--- src/hdl/ptd_pkg.sv ---
// shared types, constants and alphabet lookup for the packed five-bit text decoder
package ptd_pkg;

    localparam int CODE_W      = 5;
    localparam int NUM_CODES   = 3;
    localparam int CHAR_W      = 7;
    localparam int POS_W       = 8;
    localparam int BYTE_W      = 8;
    localparam int QUEUE_DEPTH = 4;
    localparam int QUEUE_PTR_W = $clog2(QUEUE_DEPTH);
    localparam int QUEUE_CNT_W = $clog2(QUEUE_DEPTH + 1);

    localparam logic [CODE_W-1:0] TOGGLE_CODE = 5'd31;
    localparam logic [CODE_W-1:0] LAST_INDEX  = 5'd30;

    typedef logic [1:0] slot_t;
    localparam slot_t SLOT_LAST_CODE = 2'd2;
    localparam slot_t SLOT_TERM      = 2'd3;

    // both alphabets, first character in the top byte
    localparam logic [31*8-1:0] ALPHA0_TXT = " abcdefghijklmnopqrstuvwxyz?:'-";
    localparam logic [31*8-1:0] ALPHA1_TXT = " 0123456789abcdefghilmnorstuwy-";

    typedef struct packed {
        logic [NUM_CODES-1:0][CODE_W-1:0] code;
        logic [NUM_CODES-1:0]             toggle;
        logic                             last;
    } ptd_item_t;

    typedef struct packed {
        logic [CHAR_W-1:0] char_code;
        logic [POS_W-1:0]  char_position;
        logic              end_of_string;
    } ptd_result_t;

    function automatic logic [CHAR_W-1:0] ptd_lookup(input logic sel,
                                                     input logic [CODE_W-1:0] code);
        logic [CODE_W-1:0] idx;
        logic [7:0]        base;
        logic [CHAR_W-1:0] ch;
        idx  = LAST_INDEX - code;
        base = {idx, 3'b000};
        if (code == TOGGLE_CODE)
        begin
            ch = '0;
        end
        else if (sel)
        begin
            ch = ALPHA1_TXT[base +: CHAR_W];
        end
        else
        begin
            ch = ALPHA0_TXT[base +: CHAR_W];
        end
        return ch;
    endfunction

endpackage

--- src/hdl/ptd_front.sv ---
// front stage: takes a packed word, splits it into codes and flags toggles
module ptd_front
    import ptd_pkg::*;
(
    input  logic              clk,
    input  logic              rst_n,
    input  logic              push,
    output logic              full,
    input  logic [BYTE_W-1:0] low_byte,
    input  logic [BYTE_W-1:0] high_byte,
    input  logic              q_full,
    output logic              q_push,
    output ptd_item_t         q_item
);

    logic        valid_reg;
    logic        valid_next;
    ptd_item_t   item_reg;
    ptd_item_t   item_next;
    logic [15:0] word;
    logic        accept;

    assign word   = {high_byte, low_byte};
    assign q_push = valid_reg && !q_full;
    assign full   = valid_reg && q_full;
    assign accept = push && !full;
    assign q_item = item_reg;

    always_comb
    begin
        item_next.code[0] = word[4:0];
        item_next.code[1] = word[9:5];
        item_next.code[2] = word[14:10];
        item_next.last    = word[15];
        for (int i = 0; i < NUM_CODES; i++)
        begin
            item_next.toggle[i] = (item_next.code[i] == TOGGLE_CODE);
        end
        if (accept)
        begin
            valid_next = 1'b1;
        end
        else if (q_push)
        begin
            valid_next = 1'b0;
        end
        else
        begin
            valid_next = valid_reg;
        end
    end

    always_ff @(posedge clk or negedge rst_n)
    begin
        if (!rst_n)
        begin
            valid_reg <= 1'b0;
        end
        else
        begin
            valid_reg <= valid_next;
        end
    end

    always_ff @(posedge clk)
    begin
        if (accept)
        begin
            item_reg <= item_next;
        end
    end

`ifndef NO_ASSERTIONS
    // held word leaves or stays, never dropped while the queue is full
    a_hold: assert property (@(posedge clk) disable iff (!rst_n)
        (valid_reg && q_full) |=> (valid_reg && $stable(item_reg)))
        else $error("front word lost while queue full");
    // a transfer in is only taken when the stage is free or draining
    a_accept: assert property (@(posedge clk) disable iff (!rst_n)
        accept |-> (!valid_reg || q_push))
        else $error("front overwrote a held word");
    // pushing to the queue only while it has room
    a_qpush: assert property (@(posedge clk) disable iff (!rst_n)
        q_push |-> !q_full)
        else $error("front pushed into full queue");
`endif

endmodule

--- src/hdl/ptd_queue.sv ---
// short queue of classified words between front and back
module ptd_queue
    import ptd_pkg::*;
(
    input  logic      clk,
    input  logic      rst_n,
    input  logic      wr,
    input  ptd_item_t wr_item,
    output logic      full,
    input  logic      rd,
    output ptd_item_t rd_item,
    output logic      empty
);

    ptd_item_t              mem_reg [QUEUE_DEPTH];
    logic [QUEUE_PTR_W-1:0] wr_ptr_reg;
    logic [QUEUE_PTR_W-1:0] wr_ptr_next;
    logic [QUEUE_PTR_W-1:0] rd_ptr_reg;
    logic [QUEUE_PTR_W-1:0] rd_ptr_next;
    logic [QUEUE_CNT_W-1:0] count_reg;
    logic [QUEUE_CNT_W-1:0] count_next;
    logic                   do_wr;
    logic                   do_rd;

    assign full    = (count_reg == QUEUE_CNT_W'(QUEUE_DEPTH));
    assign empty   = (count_reg == '0);
    assign do_wr   = wr && !full;
    assign do_rd   = rd && !empty;
    assign rd_item = mem_reg[rd_ptr_reg];

    always_comb
    begin
        wr_ptr_next = do_wr ? wr_ptr_reg + 1'b1 : wr_ptr_reg;
        rd_ptr_next = do_rd ? rd_ptr_reg + 1'b1 : rd_ptr_reg;
        count_next  = count_reg + QUEUE_CNT_W'(do_wr) - QUEUE_CNT_W'(do_rd);
    end

    always_ff @(posedge clk or negedge rst_n)
    begin
        if (!rst_n)
        begin
            wr_ptr_reg <= '0;
            rd_ptr_reg <= '0;
            count_reg  <= '0;
        end
        else
        begin
            wr_ptr_reg <= wr_ptr_next;
            rd_ptr_reg <= rd_ptr_next;
            count_reg  <= count_next;
        end
    end

    always_ff @(posedge clk)
    begin
        if (do_wr)
        begin
            mem_reg[wr_ptr_reg] <= wr_item;
        end
    end

`ifndef NO_ASSERTIONS
    a_count: assert property (@(posedge clk) disable iff (!rst_n)
        count_reg <= QUEUE_CNT_W'(QUEUE_DEPTH))
        else $error("queue count overflow");
    a_ptrs: assert property (@(posedge clk) disable iff (!rst_n)
        (empty || full) |-> (wr_ptr_reg == rd_ptr_reg))
        else $error("queue pointers out of step with count");
    a_rd: assert property (@(posedge clk) disable iff (!rst_n)
        rd |-> !empty)
        else $error("queue read while empty");
`endif

endmodule

--- src/hdl/ptd_back.sv ---
// back stage: walks the codes of each word, keeps alphabet and position, buffers results
module ptd_back
    import ptd_pkg::*;
(
    input  logic        clk,
    input  logic        rst_n,
    input  logic        q_empty,
    input  ptd_item_t   q_item,
    output logic        q_pop,
    output logic        empty,
    input  logic        pop,
    output ptd_result_t result
);

    slot_t             slot_reg;
    slot_t             slot_next;
    logic              alpha_reg;
    logic              alpha_next;
    logic [POS_W-1:0]  pos_reg;
    logic [POS_W-1:0]  pos_next;
    ptd_result_t       buf_reg [2];
    logic              head_reg;
    logic              head_next;
    logic [1:0]        cnt_reg;
    logic [1:0]        cnt_next;
    logic              tail;
    logic              pop_ok;
    logic              out_room;
    logic              step;
    logic              is_term;
    logic              last_slot;
    logic [CODE_W-1:0] cur_code;
    logic              cur_toggle;
    logic              emit;
    ptd_result_t       new_res;

    assign empty  = (cnt_reg == 2'd0);
    assign result = buf_reg[head_reg];
    assign pop_ok = pop && !empty;
    assign tail   = head_reg ^ cnt_reg[0];

    always_comb
    begin
        unique case (slot_reg)
            2'd0:
            begin
                cur_code   = q_item.code[0];
                cur_toggle = q_item.toggle[0];
            end
            2'd1:
            begin
                cur_code   = q_item.code[1];
                cur_toggle = q_item.toggle[1];
            end
            2'd2:
            begin
                cur_code   = q_item.code[2];
                cur_toggle = q_item.toggle[2];
            end
            default:
            begin
                cur_code   = '0;
                cur_toggle = 1'b0;
            end
        endcase

        is_term   = (slot_reg == SLOT_TERM);
        out_room  = (cnt_reg != 2'd2) || pop_ok;
        step      = !q_empty && out_room;
        emit      = step && (is_term || !cur_toggle);
        last_slot = is_term || ((slot_reg == SLOT_LAST_CODE) && !q_item.last);
        q_pop     = step && last_slot;

        if (step)
        begin
            slot_next = last_slot ? slot_t'(0) : slot_reg + 1'b1;
        end
        else
        begin
            slot_next = slot_reg;
        end

        alpha_next = alpha_reg ^ (step && !is_term && cur_toggle);

        if (emit)
        begin
            pos_next = is_term ? '0 : pos_reg + 1'b1;
        end
        else
        begin
            pos_next = pos_reg;
        end

        new_res.char_code     = is_term ? '0 : ptd_lookup(alpha_reg, cur_code);
        new_res.char_position = pos_reg;
        new_res.end_of_string = is_term;

        cnt_next  = cnt_reg + 2'(emit) - 2'(pop_ok);
        head_next = head_reg ^ pop_ok;
    end

    always_ff @(posedge clk or negedge rst_n)
    begin
        if (!rst_n)
        begin
            slot_reg  <= '0;
            alpha_reg <= 1'b0;
            pos_reg   <= '0;
            head_reg  <= 1'b0;
            cnt_reg   <= '0;
        end
        else
        begin
            slot_reg  <= slot_next;
            alpha_reg <= alpha_next;
            pos_reg   <= pos_next;
            head_reg  <= head_next;
            cnt_reg   <= cnt_next;
        end
    end

    always_ff @(posedge clk)
    begin
        if (emit)
        begin
            buf_reg[tail] <= new_res;
        end
    end

`ifndef NO_ASSERTIONS
    a_cnt: assert property (@(posedge clk) disable iff (!rst_n)
        cnt_reg <= 2'd2)
        else $error("result buffer overflow");
    a_term_slot: assert property (@(posedge clk) disable iff (!rst_n)
        (slot_reg == SLOT_TERM) |-> (!q_empty && q_item.last))
        else $error("terminator slot on a word without end mark");
    a_pos_clear: assert property (@(posedge clk) disable iff (!rst_n)
        (emit && is_term) |=> (pos_reg == '0))
        else $error("position not cleared after terminator");
    a_pop_slot: assert property (@(posedge clk) disable iff (!rst_n)
        q_pop |=> (slot_reg == '0))
        else $error("slot not rewound after word done");
`endif

endmodule

--- src/hdl/packed_five_bit_text_decoder.sv ---
// top level of the packed five-bit text decoder
//
//  channel  | handshake            | payload
//  ---------+----------------------+------------------------------------------
//  input    | push / full          | low_byte[7:0], high_byte[7:0]
//  result   | empty / pop          | char_code[6:0], char_position[7:0],
//           |                      | end_of_string
//
// the back stage walks a word one code at a time, with one more step for an end word
// that also emits the terminator; the back stage sequencer sets the rate
// when all is idle, the first result passes the front register, queue and result buffer
// a toggle code still takes a sequencer step but produces no result
// front register and a 4-deep word queue let input keep flowing while results stall
// rst_n clears alphabet, position, queue and result buffer at once
module packed_five_bit_text_decoder
    import ptd_pkg::*;
(
    input  logic              clk,
    input  logic              rst_n,
    // input side
    input  logic              push,
    output logic              full,
    input  logic [BYTE_W-1:0] low_byte,
    input  logic [BYTE_W-1:0] high_byte,
    // result side
    output logic              empty,
    input  logic              pop,
    output logic [CHAR_W-1:0] char_code,
    output logic [POS_W-1:0]  char_position,
    output logic              end_of_string
);

    // front to queue
    logic        fq_push;
    logic        fq_full;
    ptd_item_t   fq_item;
    // queue to back
    logic        qb_pop;
    logic        qb_empty;
    ptd_item_t   qb_item;
    // head of result buffer
    ptd_result_t res;

    // splits the word into three codes and the end mark
    ptd_front u_front (
        .clk       (clk),
        .rst_n     (rst_n),
        .push      (push),
        .full      (full),
        .low_byte  (low_byte),
        .high_byte (high_byte),
        .q_full    (fq_full),
        .q_push    (fq_push),
        .q_item    (fq_item)
    );

    // decouples classification from the per-code sequencer
    ptd_queue u_queue (
        .clk     (clk),
        .rst_n   (rst_n),
        .wr      (fq_push),
        .wr_item (fq_item),
        .full    (fq_full),
        .rd      (qb_pop),
        .rd_item (qb_item),
        .empty   (qb_empty)
    );

    // one code per cycle while a word is queued and the result buffer has room; alphabet and position live here
    ptd_back u_back (
        .clk     (clk),
        .rst_n   (rst_n),
        .q_empty (qb_empty),
        .q_item  (qb_item),
        .q_pop   (qb_pop),
        .empty   (empty),
        .pop     (pop),
        .result  (res)
    );

    assign char_code     = res.char_code;
    assign char_position = res.char_position;
    assign end_of_string = res.end_of_string;

endmodule

--- config.mk ---
export PLATFORM = sky130hd
export DESIGN_NAME = packed_five_bit_text_decoder
export DESIGN_NICKNAME = d
export VERILOG_FILES = /design/src/hdl/ptd_pkg.sv /design/src/hdl/ptd_front.sv /design/src/hdl/ptd_queue.sv /design/src/hdl/ptd_back.sv /design/src/hdl/packed_five_bit_text_decoder.sv
export SDC_FILE = /design/constraint.sdc
export NUM_CORES = 1
export LEC_CHECK = 0
export BUFFER_PORTS_ARGS = -buffer_cell sky130_fd_sc_hd__buf_4
export CORE_MARGIN = 3
export CORE_UTILIZATION = 55
export DETAILED_ROUTE_END_ITERATION = 6
export GPL_TIMING_DRIVEN = 0
export PLACE_DENSITY = 0.76
export SLEW_MARGIN = 25
export SYNTH_ARGS = -nofsm -noshare
export SYNTH_HDL_FRONTEND = slang
export SYNTH_HIERARCHICAL = 1
export SYNTH_SLANG_ARGS = --single-unit
--- constraint.sdc ---
create_clock -name clk -period 3.5 [get_ports clk]
set_input_delay 0.35 -clock clk [delete_from_list [all_inputs] [get_ports clk]]
set_output_delay 0.35 -clock clk [all_outputs]
set_load 0.05 [all_outputs]
==> impl_metrics.yaml, run 1 <==
synth:
  synth_enable_flop_cells: 127
  synthTopCellsByArea: "edfxtp_1 (58%), dfrtp_1 (8.4%), mux4_2 (6.9%), ha_1 (4.2%), mux2_2 (2.8%)"
  yosys_most_used_dff: "edfxtp_1"
  yosys-top-cells-count: "edfxtp_1 (127), inv_1 (23), dfrtp_1 (22), ha_1 (22), nor2_1 (21)"
  yosysWarnings: 6
  yosysMostFrequentCell: "edfxtp_1"
  syn_inst: 402
  yosysTopAreaCell: "edfxtp_1"
  async_reset_ff_frac: 0.1477
  yosys.cell_types.count: 59
  syn_area_um2: 6535
  ys_seq_area_frac: 0.6678
  avgSynthCellArea_um2: 16.26
  synth_fp_nets: 445
  synth_top_area_share: 0.5836
  synth-seq-cells: 149
setup_path:
  crit_family: "multiplexers"
  r2r-start: "u_queue/rd_ptr_reg[0]"
  rrSetupSlack_ns: 0.05
  end_kind: "register"
  rr_worst_depth: 11
  path_buf_inv: 3
  crit_type: "reg2reg"
  worst-endpoint-required_ns: 3.74
  path_max_fanout: 10
  worstPathArrival_ns: 3.69
  cpPeakStageDelay_ns: 0.52
  crit_path_start_kind: "register"
  r2r-end: "u_back/buf_reg[0][11]"
  slowest_stage: "mux4_2"
  startpoint: "u_queue/rd_ptr_reg[0]"
  cp_cell_sequence: "buf_12 -> mux4_2 -> a222oi_1 -> buf_4 -> nor2_2 -> ha_4 -> ha_4 -> inv_4 -> mux4_2 -> mux2_4 -> a221oi_2"
routing:
  vias_per_cell: 5.887
  wl_per_cell_um: 18.91
  firstDrtPassIters: 4
  drc: 0
  ant_nets: 0
  drt_wl_total_um: 11900
  vias: 3703
  drt-initial-drc-count: 304
layout:
  fillCellCount: 779
  diodes: 0
  seqCellArea_um2: 4365
  final_util: 0.6747
  largest_register_ffs: 76
  multi_input_area_um2: 2115
  num-nets-final: 516
  drive_gt1_frac: 0.3189
  syn_to_final_growth_pct: 18.90
sta:
  finalSetupViolations: 0
  fmax_ghz: 0.2896
  slew_violations: 0
  period_share: 0.9867
  finalHoldViolCount: 0
  worstMarginPinSlew_ns: 1.059
  relSlewSlack: 0.2939
  skew_ns: 0.009701
  fin_crit_ns: 3.453
  grt_setup_unrepaired: "yes"
clock_network:
  cts_root_buf: "clkbuf_16"
  cts_buffer_depth: 2
  htree_levels: 4
  worstSkewPairLatency_ns: 0.42
  clock_sinks: 149
  cts_tree: "yes"
  cts_buffers: 17
  path_clk_slew_ns: 0.06
die:
  core_area_um2: 11520
  die_h_um: 115.0
  die_w_um: 115.0
  initial_core_util: 0.5675
  die_area_um2: 13230
  num_rows: 39
  ios: 38
place:
  portBuffers: 37
  place.gp.congestion: 0.8676
  hpwlAfterDp_um: 7338
hold_path:
  hold_end: "u_front/q_item[8]"
  worstHoldStart: "low_byte[4]"
  holdPathStages: 1
  min_path_type: "in2reg"
grt:
  grt_pass1_wl_um: 19040
  grt_pass1_vias: 3719
  grt_overflow_total: 0
  grt_max_degree: 23
  grt_usage: 0.1941
  antenna_found_initial: 0
job:
  cap_violations: 0
outcome:
  status: "finished clean"
## metal layers
metal	vias up	wire [um]	global-route usage
met5	-	0	0
met4	0	268	0.08529
met3	25	556	0.04947
met2	112	6231	0.3287
met1	1845	4837	0.2366
li1	1721	-	-
## final cells by class
| class | instances | share of cell area |
|---|---|---|
| Clock inverter | 13 | 0.01401 |
| Inverter | 23 | 0.01143 |
| Timing Repair Buffer | 52 | 0.05105 |
| Clock buffer | 19 | 0.05572 |
| Buffer | 11 | 0.01079 |
| Sequential cell | 149 | 0.5618 |
| Multi-Input combinational cell | 219 | 0.2721 |
| Tap cell | 143 | 0.02303 |
## placed cells by master (no fill, tap or decap), types with 3 or more instances in the layout
cell type and count:
ha_1 20, buf_4 50, nor2_1 17, mux2i_1 5, mux4_2 20, a222oi_1 6
nand2b_1 5, clkinvlp_4 6, clkinv_2 5, dfrtp_1 21, or3_1 3, nand3_1 7
o211ai_1 5, mux2_2 16, xnor2_1 12, xor2_1 3, o21ai_0 15, nor3_1 4
edfxtp_1 127, clkbuf_16 17, inv_1 22, nand2_1 14, clkbuf_1 6, nor4_1 5
nor2_2 3, a21oi_1 4
## cells by family after synthesis
group,Yosys count,synth area share
adders and majority gates,23,0.04518
DFF,149,0.6678
buffers and inverters,34,0.02221
and+or+nand+nor,83,0.07276
muxes,43,0.1087
AOI/OAI and AO/OA,55,0.06318
xor gates and xnor gates,15,0.02010
## stage by stage
step / hold WS [ns] / cells / setup TNS (ns) / cell area [um2] / setup slack (ns)
global route: 0.09161 / 629 / -3.735 / 7770 / -0.1150
global placement: 0.2567 / 582 / -18.37 / 7012 / -0.7046
CTS: 0.09151 / 625 / 0 / 7675 / 0.005966
finish: 0.1091 / 629 / 0 / 7770 / 0.04667
floorplan: 0.05441 / 402 / -0.3514 / 6555 / -0.1282
detailed placement: 0.2613 / 584 / -9.440 / 7043 / -0.7966
## how the worst max path moves through the flow
stage,to,slack [ns],depth (start not counted)
floorplan,u_back/buf_reg[0][11],-0.13,10
global placement,u_back/buf_reg[0][15],-0.70,10
detailed placement,u_back/buf_reg[0][15],-0.80,10
CTS,u_back/buf_reg[0][11],0.006,11
global route,u_back/buf_reg[0][9],-0.11,7
finish,u_back/buf_reg[0][11],0.05,11
## what timing repair did
item                                    CTS  global route
buffers inserted                          8             5
endpoints found under the setup margin   14            44
gates resized for setup                   6            15
cloned                                    0             0
endpoints found under the hold margin    22             0
hold buffers                              1             0
pin swaps                                 4             5
Power of run 1 is not shown: default switching activity piles up to over one toggle a cycle in this logic, so the estimate is an artifact.
==> run 2, diff against run 1 <==
--- a/config.mk
+++ b/config.mk
@@ -8,6 +8,7 @@
 export BUFFER_PORTS_ARGS = -buffer_cell sky130_fd_sc_hd__buf_4
 export CORE_MARGIN = 3
 export CORE_UTILIZATION = 55
+export CTS_BUF_LIST = sky130_fd_sc_hd__clkbuf_8
 export DETAILED_ROUTE_END_ITERATION = 6
 export GPL_TIMING_DRIVEN = 0
 export PLACE_DENSITY = 0.76
==> run 2 against run 1 <==
The flow now finishes with violations (DRC). Maximum frequency shrank 0.73%. Sequential share of layout area increased by 0.87 points. Setup slack worse by 0.025 ns. Utilization is 1.0 points lower. Final cell count increased by 1.4%. Sequential cell count stayed put. Critical path depth unchanged. Register-to-register slack lost 0.03 ns. Count of clock-buffer cells in the layout fell by 2. Non-clock buffer count rose by 9. Critical path type unchanged.
==> impl_metrics.yaml, run 2 (synthesized netlist as in run 1, its figures left out) <==
clock_network:
  worstSkewPairLatency_ns: 0.44
  cts_buffers: 17
  cts_buffer_depth: 2
  clock_sinks: 149
  htree_levels: 4
  cts_tree: "yes"
  cts_root_buf: "clkbuf_8"
  path_clk_slew_ns: 0.08
routing:
  vias_per_cell: 5.846
  vias: 3730
  drt_wl_total_um: 11710
  wl_per_cell_um: 18.35
  drt-initial-drc-count: 352
  firstDrtPassIters: 7
  ant_nets: 0
  drc: 1
die:
  die_h_um: 115.0
  ios: 38
  core_area_um2: 11520
  die_w_um: 115.0
  num_rows: 39
  die_area_um2: 13230
  initial_core_util: 0.5675
setup_path:
  crit_type: "reg2reg"
  worst-endpoint-required_ns: 3.76
  crit_path_start_kind: "register"
  end_kind: "register"
  path_max_fanout: 7
  worstPathArrival_ns: 3.74
grt:
  grt_overflow_total: 0
  grt_pass1_vias: 3746
  antenna_found_initial: 0
  grt_max_degree: 23
  grt_use_met2: 0.3275
  grt_usage: 0.1885
  grt_most_used_layer: "met2"
  grt_pass1_wl_um: 18750
  use_met3: 0.05105
  use_met1: 0.2264
sta:
  fmax_ghz: 0.2875
  finalHoldViolCount: 0
  skew_ns: 0.01065
  worstMarginPinSlew_ns: 1.051
  relSlewSlack: 0.2994
  grt_setup_unrepaired: "yes"
  slew_violations: 0
  fin_crit_ns: 3.479
  period_share: 0.9939
  finalSetupViolations: 0
outcome:
  violations: "DRC"
  status: "finished, violations left"
place:
  place.gp.congestion: 0.8676
  portBuffers: 37
  dpl_cell_area_um2: 7043
  hpwlAfterDp_um: 7338
layout:
  drive_gt1_frac: 0.3273
  final_common_cell: "edfxtp_1"
  diodes: 0
  final_cell_mix: "edfxtp_1 (127), buf_4 (58), inv_1 (24), dfrtp_1 (21), mux4_2 (20)"
  syn_to_final_growth_pct: 17.08
  largest_register_ffs: 76
  fin_area_um2: 7651
  num-nets-final: 525
hold_path:
  min_path_type: "in2reg"
job:
  cap_violations: 0
[run 2: changes by cell type in the layout (fill, tap and decap cells not counted), sizes merged]
cell / previous run / this run
buf: 56 / 64
clkbuf: 25 / 24
inv: 24 / 26
[run 2: final timing paths]
check / from / endpoint / slack (ns) / cells past startpoint
setup / recovery: u_queue/rd_ptr_reg[0] / u_back/buf_reg[1][11] / 0.02 / 11
hold / removal: low_byte[4] / u_front/q_item[8] / 0.09 / 1
setup reg to reg: u_queue/rd_ptr_reg[0] / u_back/buf_reg[1][11] / 0.02 / 11
hold reg to reg: u_back/cnt_reg[1] / u_back/cnt_reg[1] / 0.49 / 1
max in group asynchronous: rst_n / u_queue/rd_ptr_reg[0] / 2.92 / 2
min in group asynchronous: rst_n / u_back/alpha_reg / 0.34 / 2
[run 2: repair_timing]
| item | 4_1_cts | 5_1_grt |
|---|---|---|
| buffers inserted | 10 | 11 |
| endpoints found under the setup margin | 14 | 44 |
| pin swaps | 4 | 7 |
| cloned | 0 | 1 |
| hold endpoints to repair | 22 | 0 |
| gates resized for setup | 6 | 11 |
| hold buffers | 1 | 0 |
[run 2: final cells by class]
type                    instances  area [um2]
inverters                      23       88.84
plain buffers                  11       81.33
well taps                     143       178.9
repair buffers                 61       481.7
clock inverters                15       116.4
fillers                       791        3865
clock buffers                  17       234.0
flip-flops and latches        149        4365
multi-input cells             219        2105
[run 2: metrics by stage]
step / setup TNS [ns] / hold WS (ns) / util / cells / setup slack, ns
floorplan: -0.3514 / 0.05441 / - / 402 / -0.1282
global placement: -18.37 / 0.2567 / 0.6089 / 582 / -0.7046
detailed placement: -9.440 / 0.2613 / 0.6116 / 584 / -0.7966
CTS: 0 / 0.04955 / 0.6511 / 627 / 0.003084
global route: -3.175 / 0.05119 / 0.6644 / 638 / -0.1147
finish: 0 / 0.08687 / 0.6644 / 638 / 0.02144
[run 2: worst max-delay path: stages (launching register included)]
cell and delay [ns]:
dfrtp_2 0.48, buf_12 0.15, mux4_2 0.52, a222oi_1 0.32
buf_4 0.21, nor2_4 0.05, ha_4 0.19, ha_4 0.27
inv_4 0.07, mux4_2 0.50, mux2_4 0.27, a221oi_2 0.25
[run 2: routing by layer]
| metal | vias up | share of wire |
|---|---|---|
| met5 | - | 0 |
| met4 | 0 | 0.0098 |
| met3 | 11 | 0.049 |
| met2 | 118 | 0.53 |
| met1 | 1867 | 0.41 |
| li1 | 1734 | - |
Power of run 2 is left out for the same reason.
==> run 3, diff against run 2 <==
--- a/config.mk
+++ b/config.mk
@@ -5,7 +5,7 @@
 export SDC_FILE = /design/constraint.sdc
 export NUM_CORES = 1
 export LEC_CHECK = 0
-export BUFFER_PORTS_ARGS = -buffer_cell sky130_fd_sc_hd__buf_4
+export BUFFER_PORTS_ARGS = -buffer_cell sky130_fd_sc_hd__buf_2
 export CORE_MARGIN = 3
 export CORE_UTILIZATION = 55
 export CTS_BUF_LIST = sky130_fd_sc_hd__clkbuf_8
==> run 3 against run 2 <==
The flow now finishes without violations. Count of clock-buffer cells in the layout did not move. Wire length fell by 4.4%. Critical path type unchanged. Sequential share of layout area rose by 0.10 points. Critical endpoint unchanged. Global-route usage fell by 0.92 points. First-iteration DRC count fell by 27%. Register-to-register slack barely moved. Worst hold slack improved by 0.0055 ns. Via count fell by 2.1%. Critical path depth did not move. Maximum frequency rose by 0.20%. Die area did not move.
==> impl_metrics.yaml, run 3 (synthesized netlist as in run 1, its figures left out) <==
layout:
  num-nets-final: 523
  final_cells: 634
  fillCellCount: 773
  final_cell_mix: "edfxtp_1 (127), buf_2 (41), inv_1 (23), dfrtp_1 (21)"
  diodes: 0
  syn_to_final_growth_pct: 16.87
  final_common_cell: "edfxtp_1"
  drive_gt1_frac: 0.3198
  largest_register_ffs: 76
  final_util: 0.6632
die:
  core_area_um2: 11520
  die_area_um2: 13230
  initial_core_util: 0.5675
  num_rows: 39
  die_h_um: 115.0
  die_w_um: 115.0
  ios: 38
place:
  hpwlAfterDp_um: 7339
  place.gp.congestion: 0.8651
  portBuffers: 37
  dpl.cell_count: 584
grt:
  grt_usage: 0.1793
  grt_pass1_vias: 3692
  grt_overflow_total: 0
  grt_pass1_wl_um: 18000
  antenna_found_initial: 0
  grt_max_degree: 23
routing:
  vias_per_cell: 5.759
  met2RoutedLength_um: 5702
  vias: 3651
  drt-initial-drc-count: 257
  route.met3.wl_um: 446
  highest_layer: "met4"
  wl_met1_um: 4785
  firstDrtPassIters: 5
  drt_wl_total_um: 11190
  drc: 0
  ant_nets: 0
  wl_per_cell_um: 17.65
job:
  cap_violations: 0
setup_path:
  end_kind: "register"
  startpoint: "u_queue/rd_ptr_reg[0]"
  crit_end: "u_back/buf_reg[1][11]"
  slowest_stage: "mux4_2"
  cp_cell_sequence: "buf_12 -> mux4_2 -> a222oi_1 -> buf_4 -> nor2_4 -> ha_4 -> ha_4 -> inv_4 -> mux4_2 -> mux2_4 -> a221oi_2"
  path_max_fanout: 9
  rr_worst_depth: 11
  crit_type: "reg2reg"
  worst-endpoint-required_ns: 3.75
  rrSetupSlack_ns: 0.03
  r2r-end: "u_back/buf_reg[1][11]"
  cpPeakStageDelay_ns: 0.51
  crit_path_start_kind: "register"
  worstPathArrival_ns: 3.73
  r2r-start: "u_queue/rd_ptr_reg[0]"
sta:
  slew_violations: 0
  fin_crit_ns: 3.472
  relSlewSlack: 0.3240
  fmax_ghz: 0.2881
  worstMarginPinSlew_ns: 1.014
  skew_ns: 0.008742
  finalSetupViolations: 0
  period_share: 0.9919
  finalHoldViolCount: 0
  grt_setup_unrepaired: "yes"
clock_network:
  cts_tree: "yes"
  path_clk_slew_ns: 0.07
  cts_root_buf: "clkbuf_8"
  htree_levels: 4
  cts_buffer_depth: 2
  worstSkewPairLatency_ns: 0.44
  cts_buffers: 17
  clock_sinks: 149
hold_path:
  min_path_type: "in2reg"
outcome:
  status: "finished clean"
run 3: cell types whose count changed in the layout (fill, tap and decap cells not counted), moves of 2 or more:
cell,before,now
buf_2,2,41
clkinv_2,5,3
buf_4,58,19
bufinv_16,1,6
nor2_1,18,16
clkinv_1,0,2
clkinvlp_4,6,1
run 3: how the worst min path moves through the flow:
stage / start / endpoint / slack, ns / cells past startpoint
after global placement: rst_n / u_back/head_reg / 0.34 / 1
after CTS: high_byte[7] / u_front/q_item[0] / 0.06 / 1
after detailed placement: rst_n / u_back/head_reg / 0.36 / 1
after global routing: low_byte[3] / u_front/q_item[7] / 0.06 / 1
after floorplan: rst_n / u_back/alpha_reg / 0.05 / 0
final: high_byte[7] / u_front/q_item[0] / 0.09 / 1
run 3: metal layers:
| metal | up-vias | track usage |
|---|---|---|
| li1 | 1730 | - |
| met1 | 1794 | 0.2182 |
| met4 | 0 | 0.07433 |
| met2 | 103 | 0.3048 |
| met3 | 24 | 0.04789 |
| met5 | - | 0 |
run 3: critical path: cells and delay by family, from the launching register on:
family	cells	cell delay, ns
AO/OA/AOI/OAI	2	0.60
adder cells (fa/ha/maj)	2	0.47
buffers and inverters	3	0.44
flip-flops	1	0.46
multiplexers	3	1.27
AND/OR/NAND/NOR	1	0.04
run 3: repair_timing:
| action | CTS | global route |
|---|---|---|
| setup buffers | 7 | 12 |
| hold buffers | 1 | 0 |
| resized for setup | 4 | 17 |
| pin swaps | 4 | 5 |
| endpoints found under the hold margin | 22 | 0 |
| endpoints found under the setup margin | 14 | 44 |
run 3: area by class of cell:
class,instances,area [um2],share of cell area
Buffer,11,78.83,0.01032
Sequential cell,149,4365,0.5716
Clock inverter,13,214.0,0.02801
Multi-Input combinational cell,219,2117,0.2772
Tap cell,143,178.9,0.02343
Timing Repair Buffer,59,360.3,0.04718
Clock buffer,17,234.0,0.03064
Inverter,23,88.84,0.01163
run 3: stage by stage:
| stage | worst slack (ns) | setup TNS [ns] | hold slack [ns] | cell area, um2 |
|---|---|---|---|---|
| 2_1_floorplan | -0.1282 | -0.3514 | 0.05441 | 6555 |
| 3_3_place_gp | -0.7030 | -18.02 | 0.3429 | 6919 |
| 3_5_place_dp | -0.7422 | -9.283 | 0.3602 | 6950 |
| 4_1_cts | 0.01836 | 0 | 0.06102 | 7472 |
| 5_1_grt | -0.1084 | -3.167 | 0.06249 | 7637 |
| 6_report | 0.02840 | 0 | 0.09240 | 7637 |
Power of run 3 is left out for the same reason.
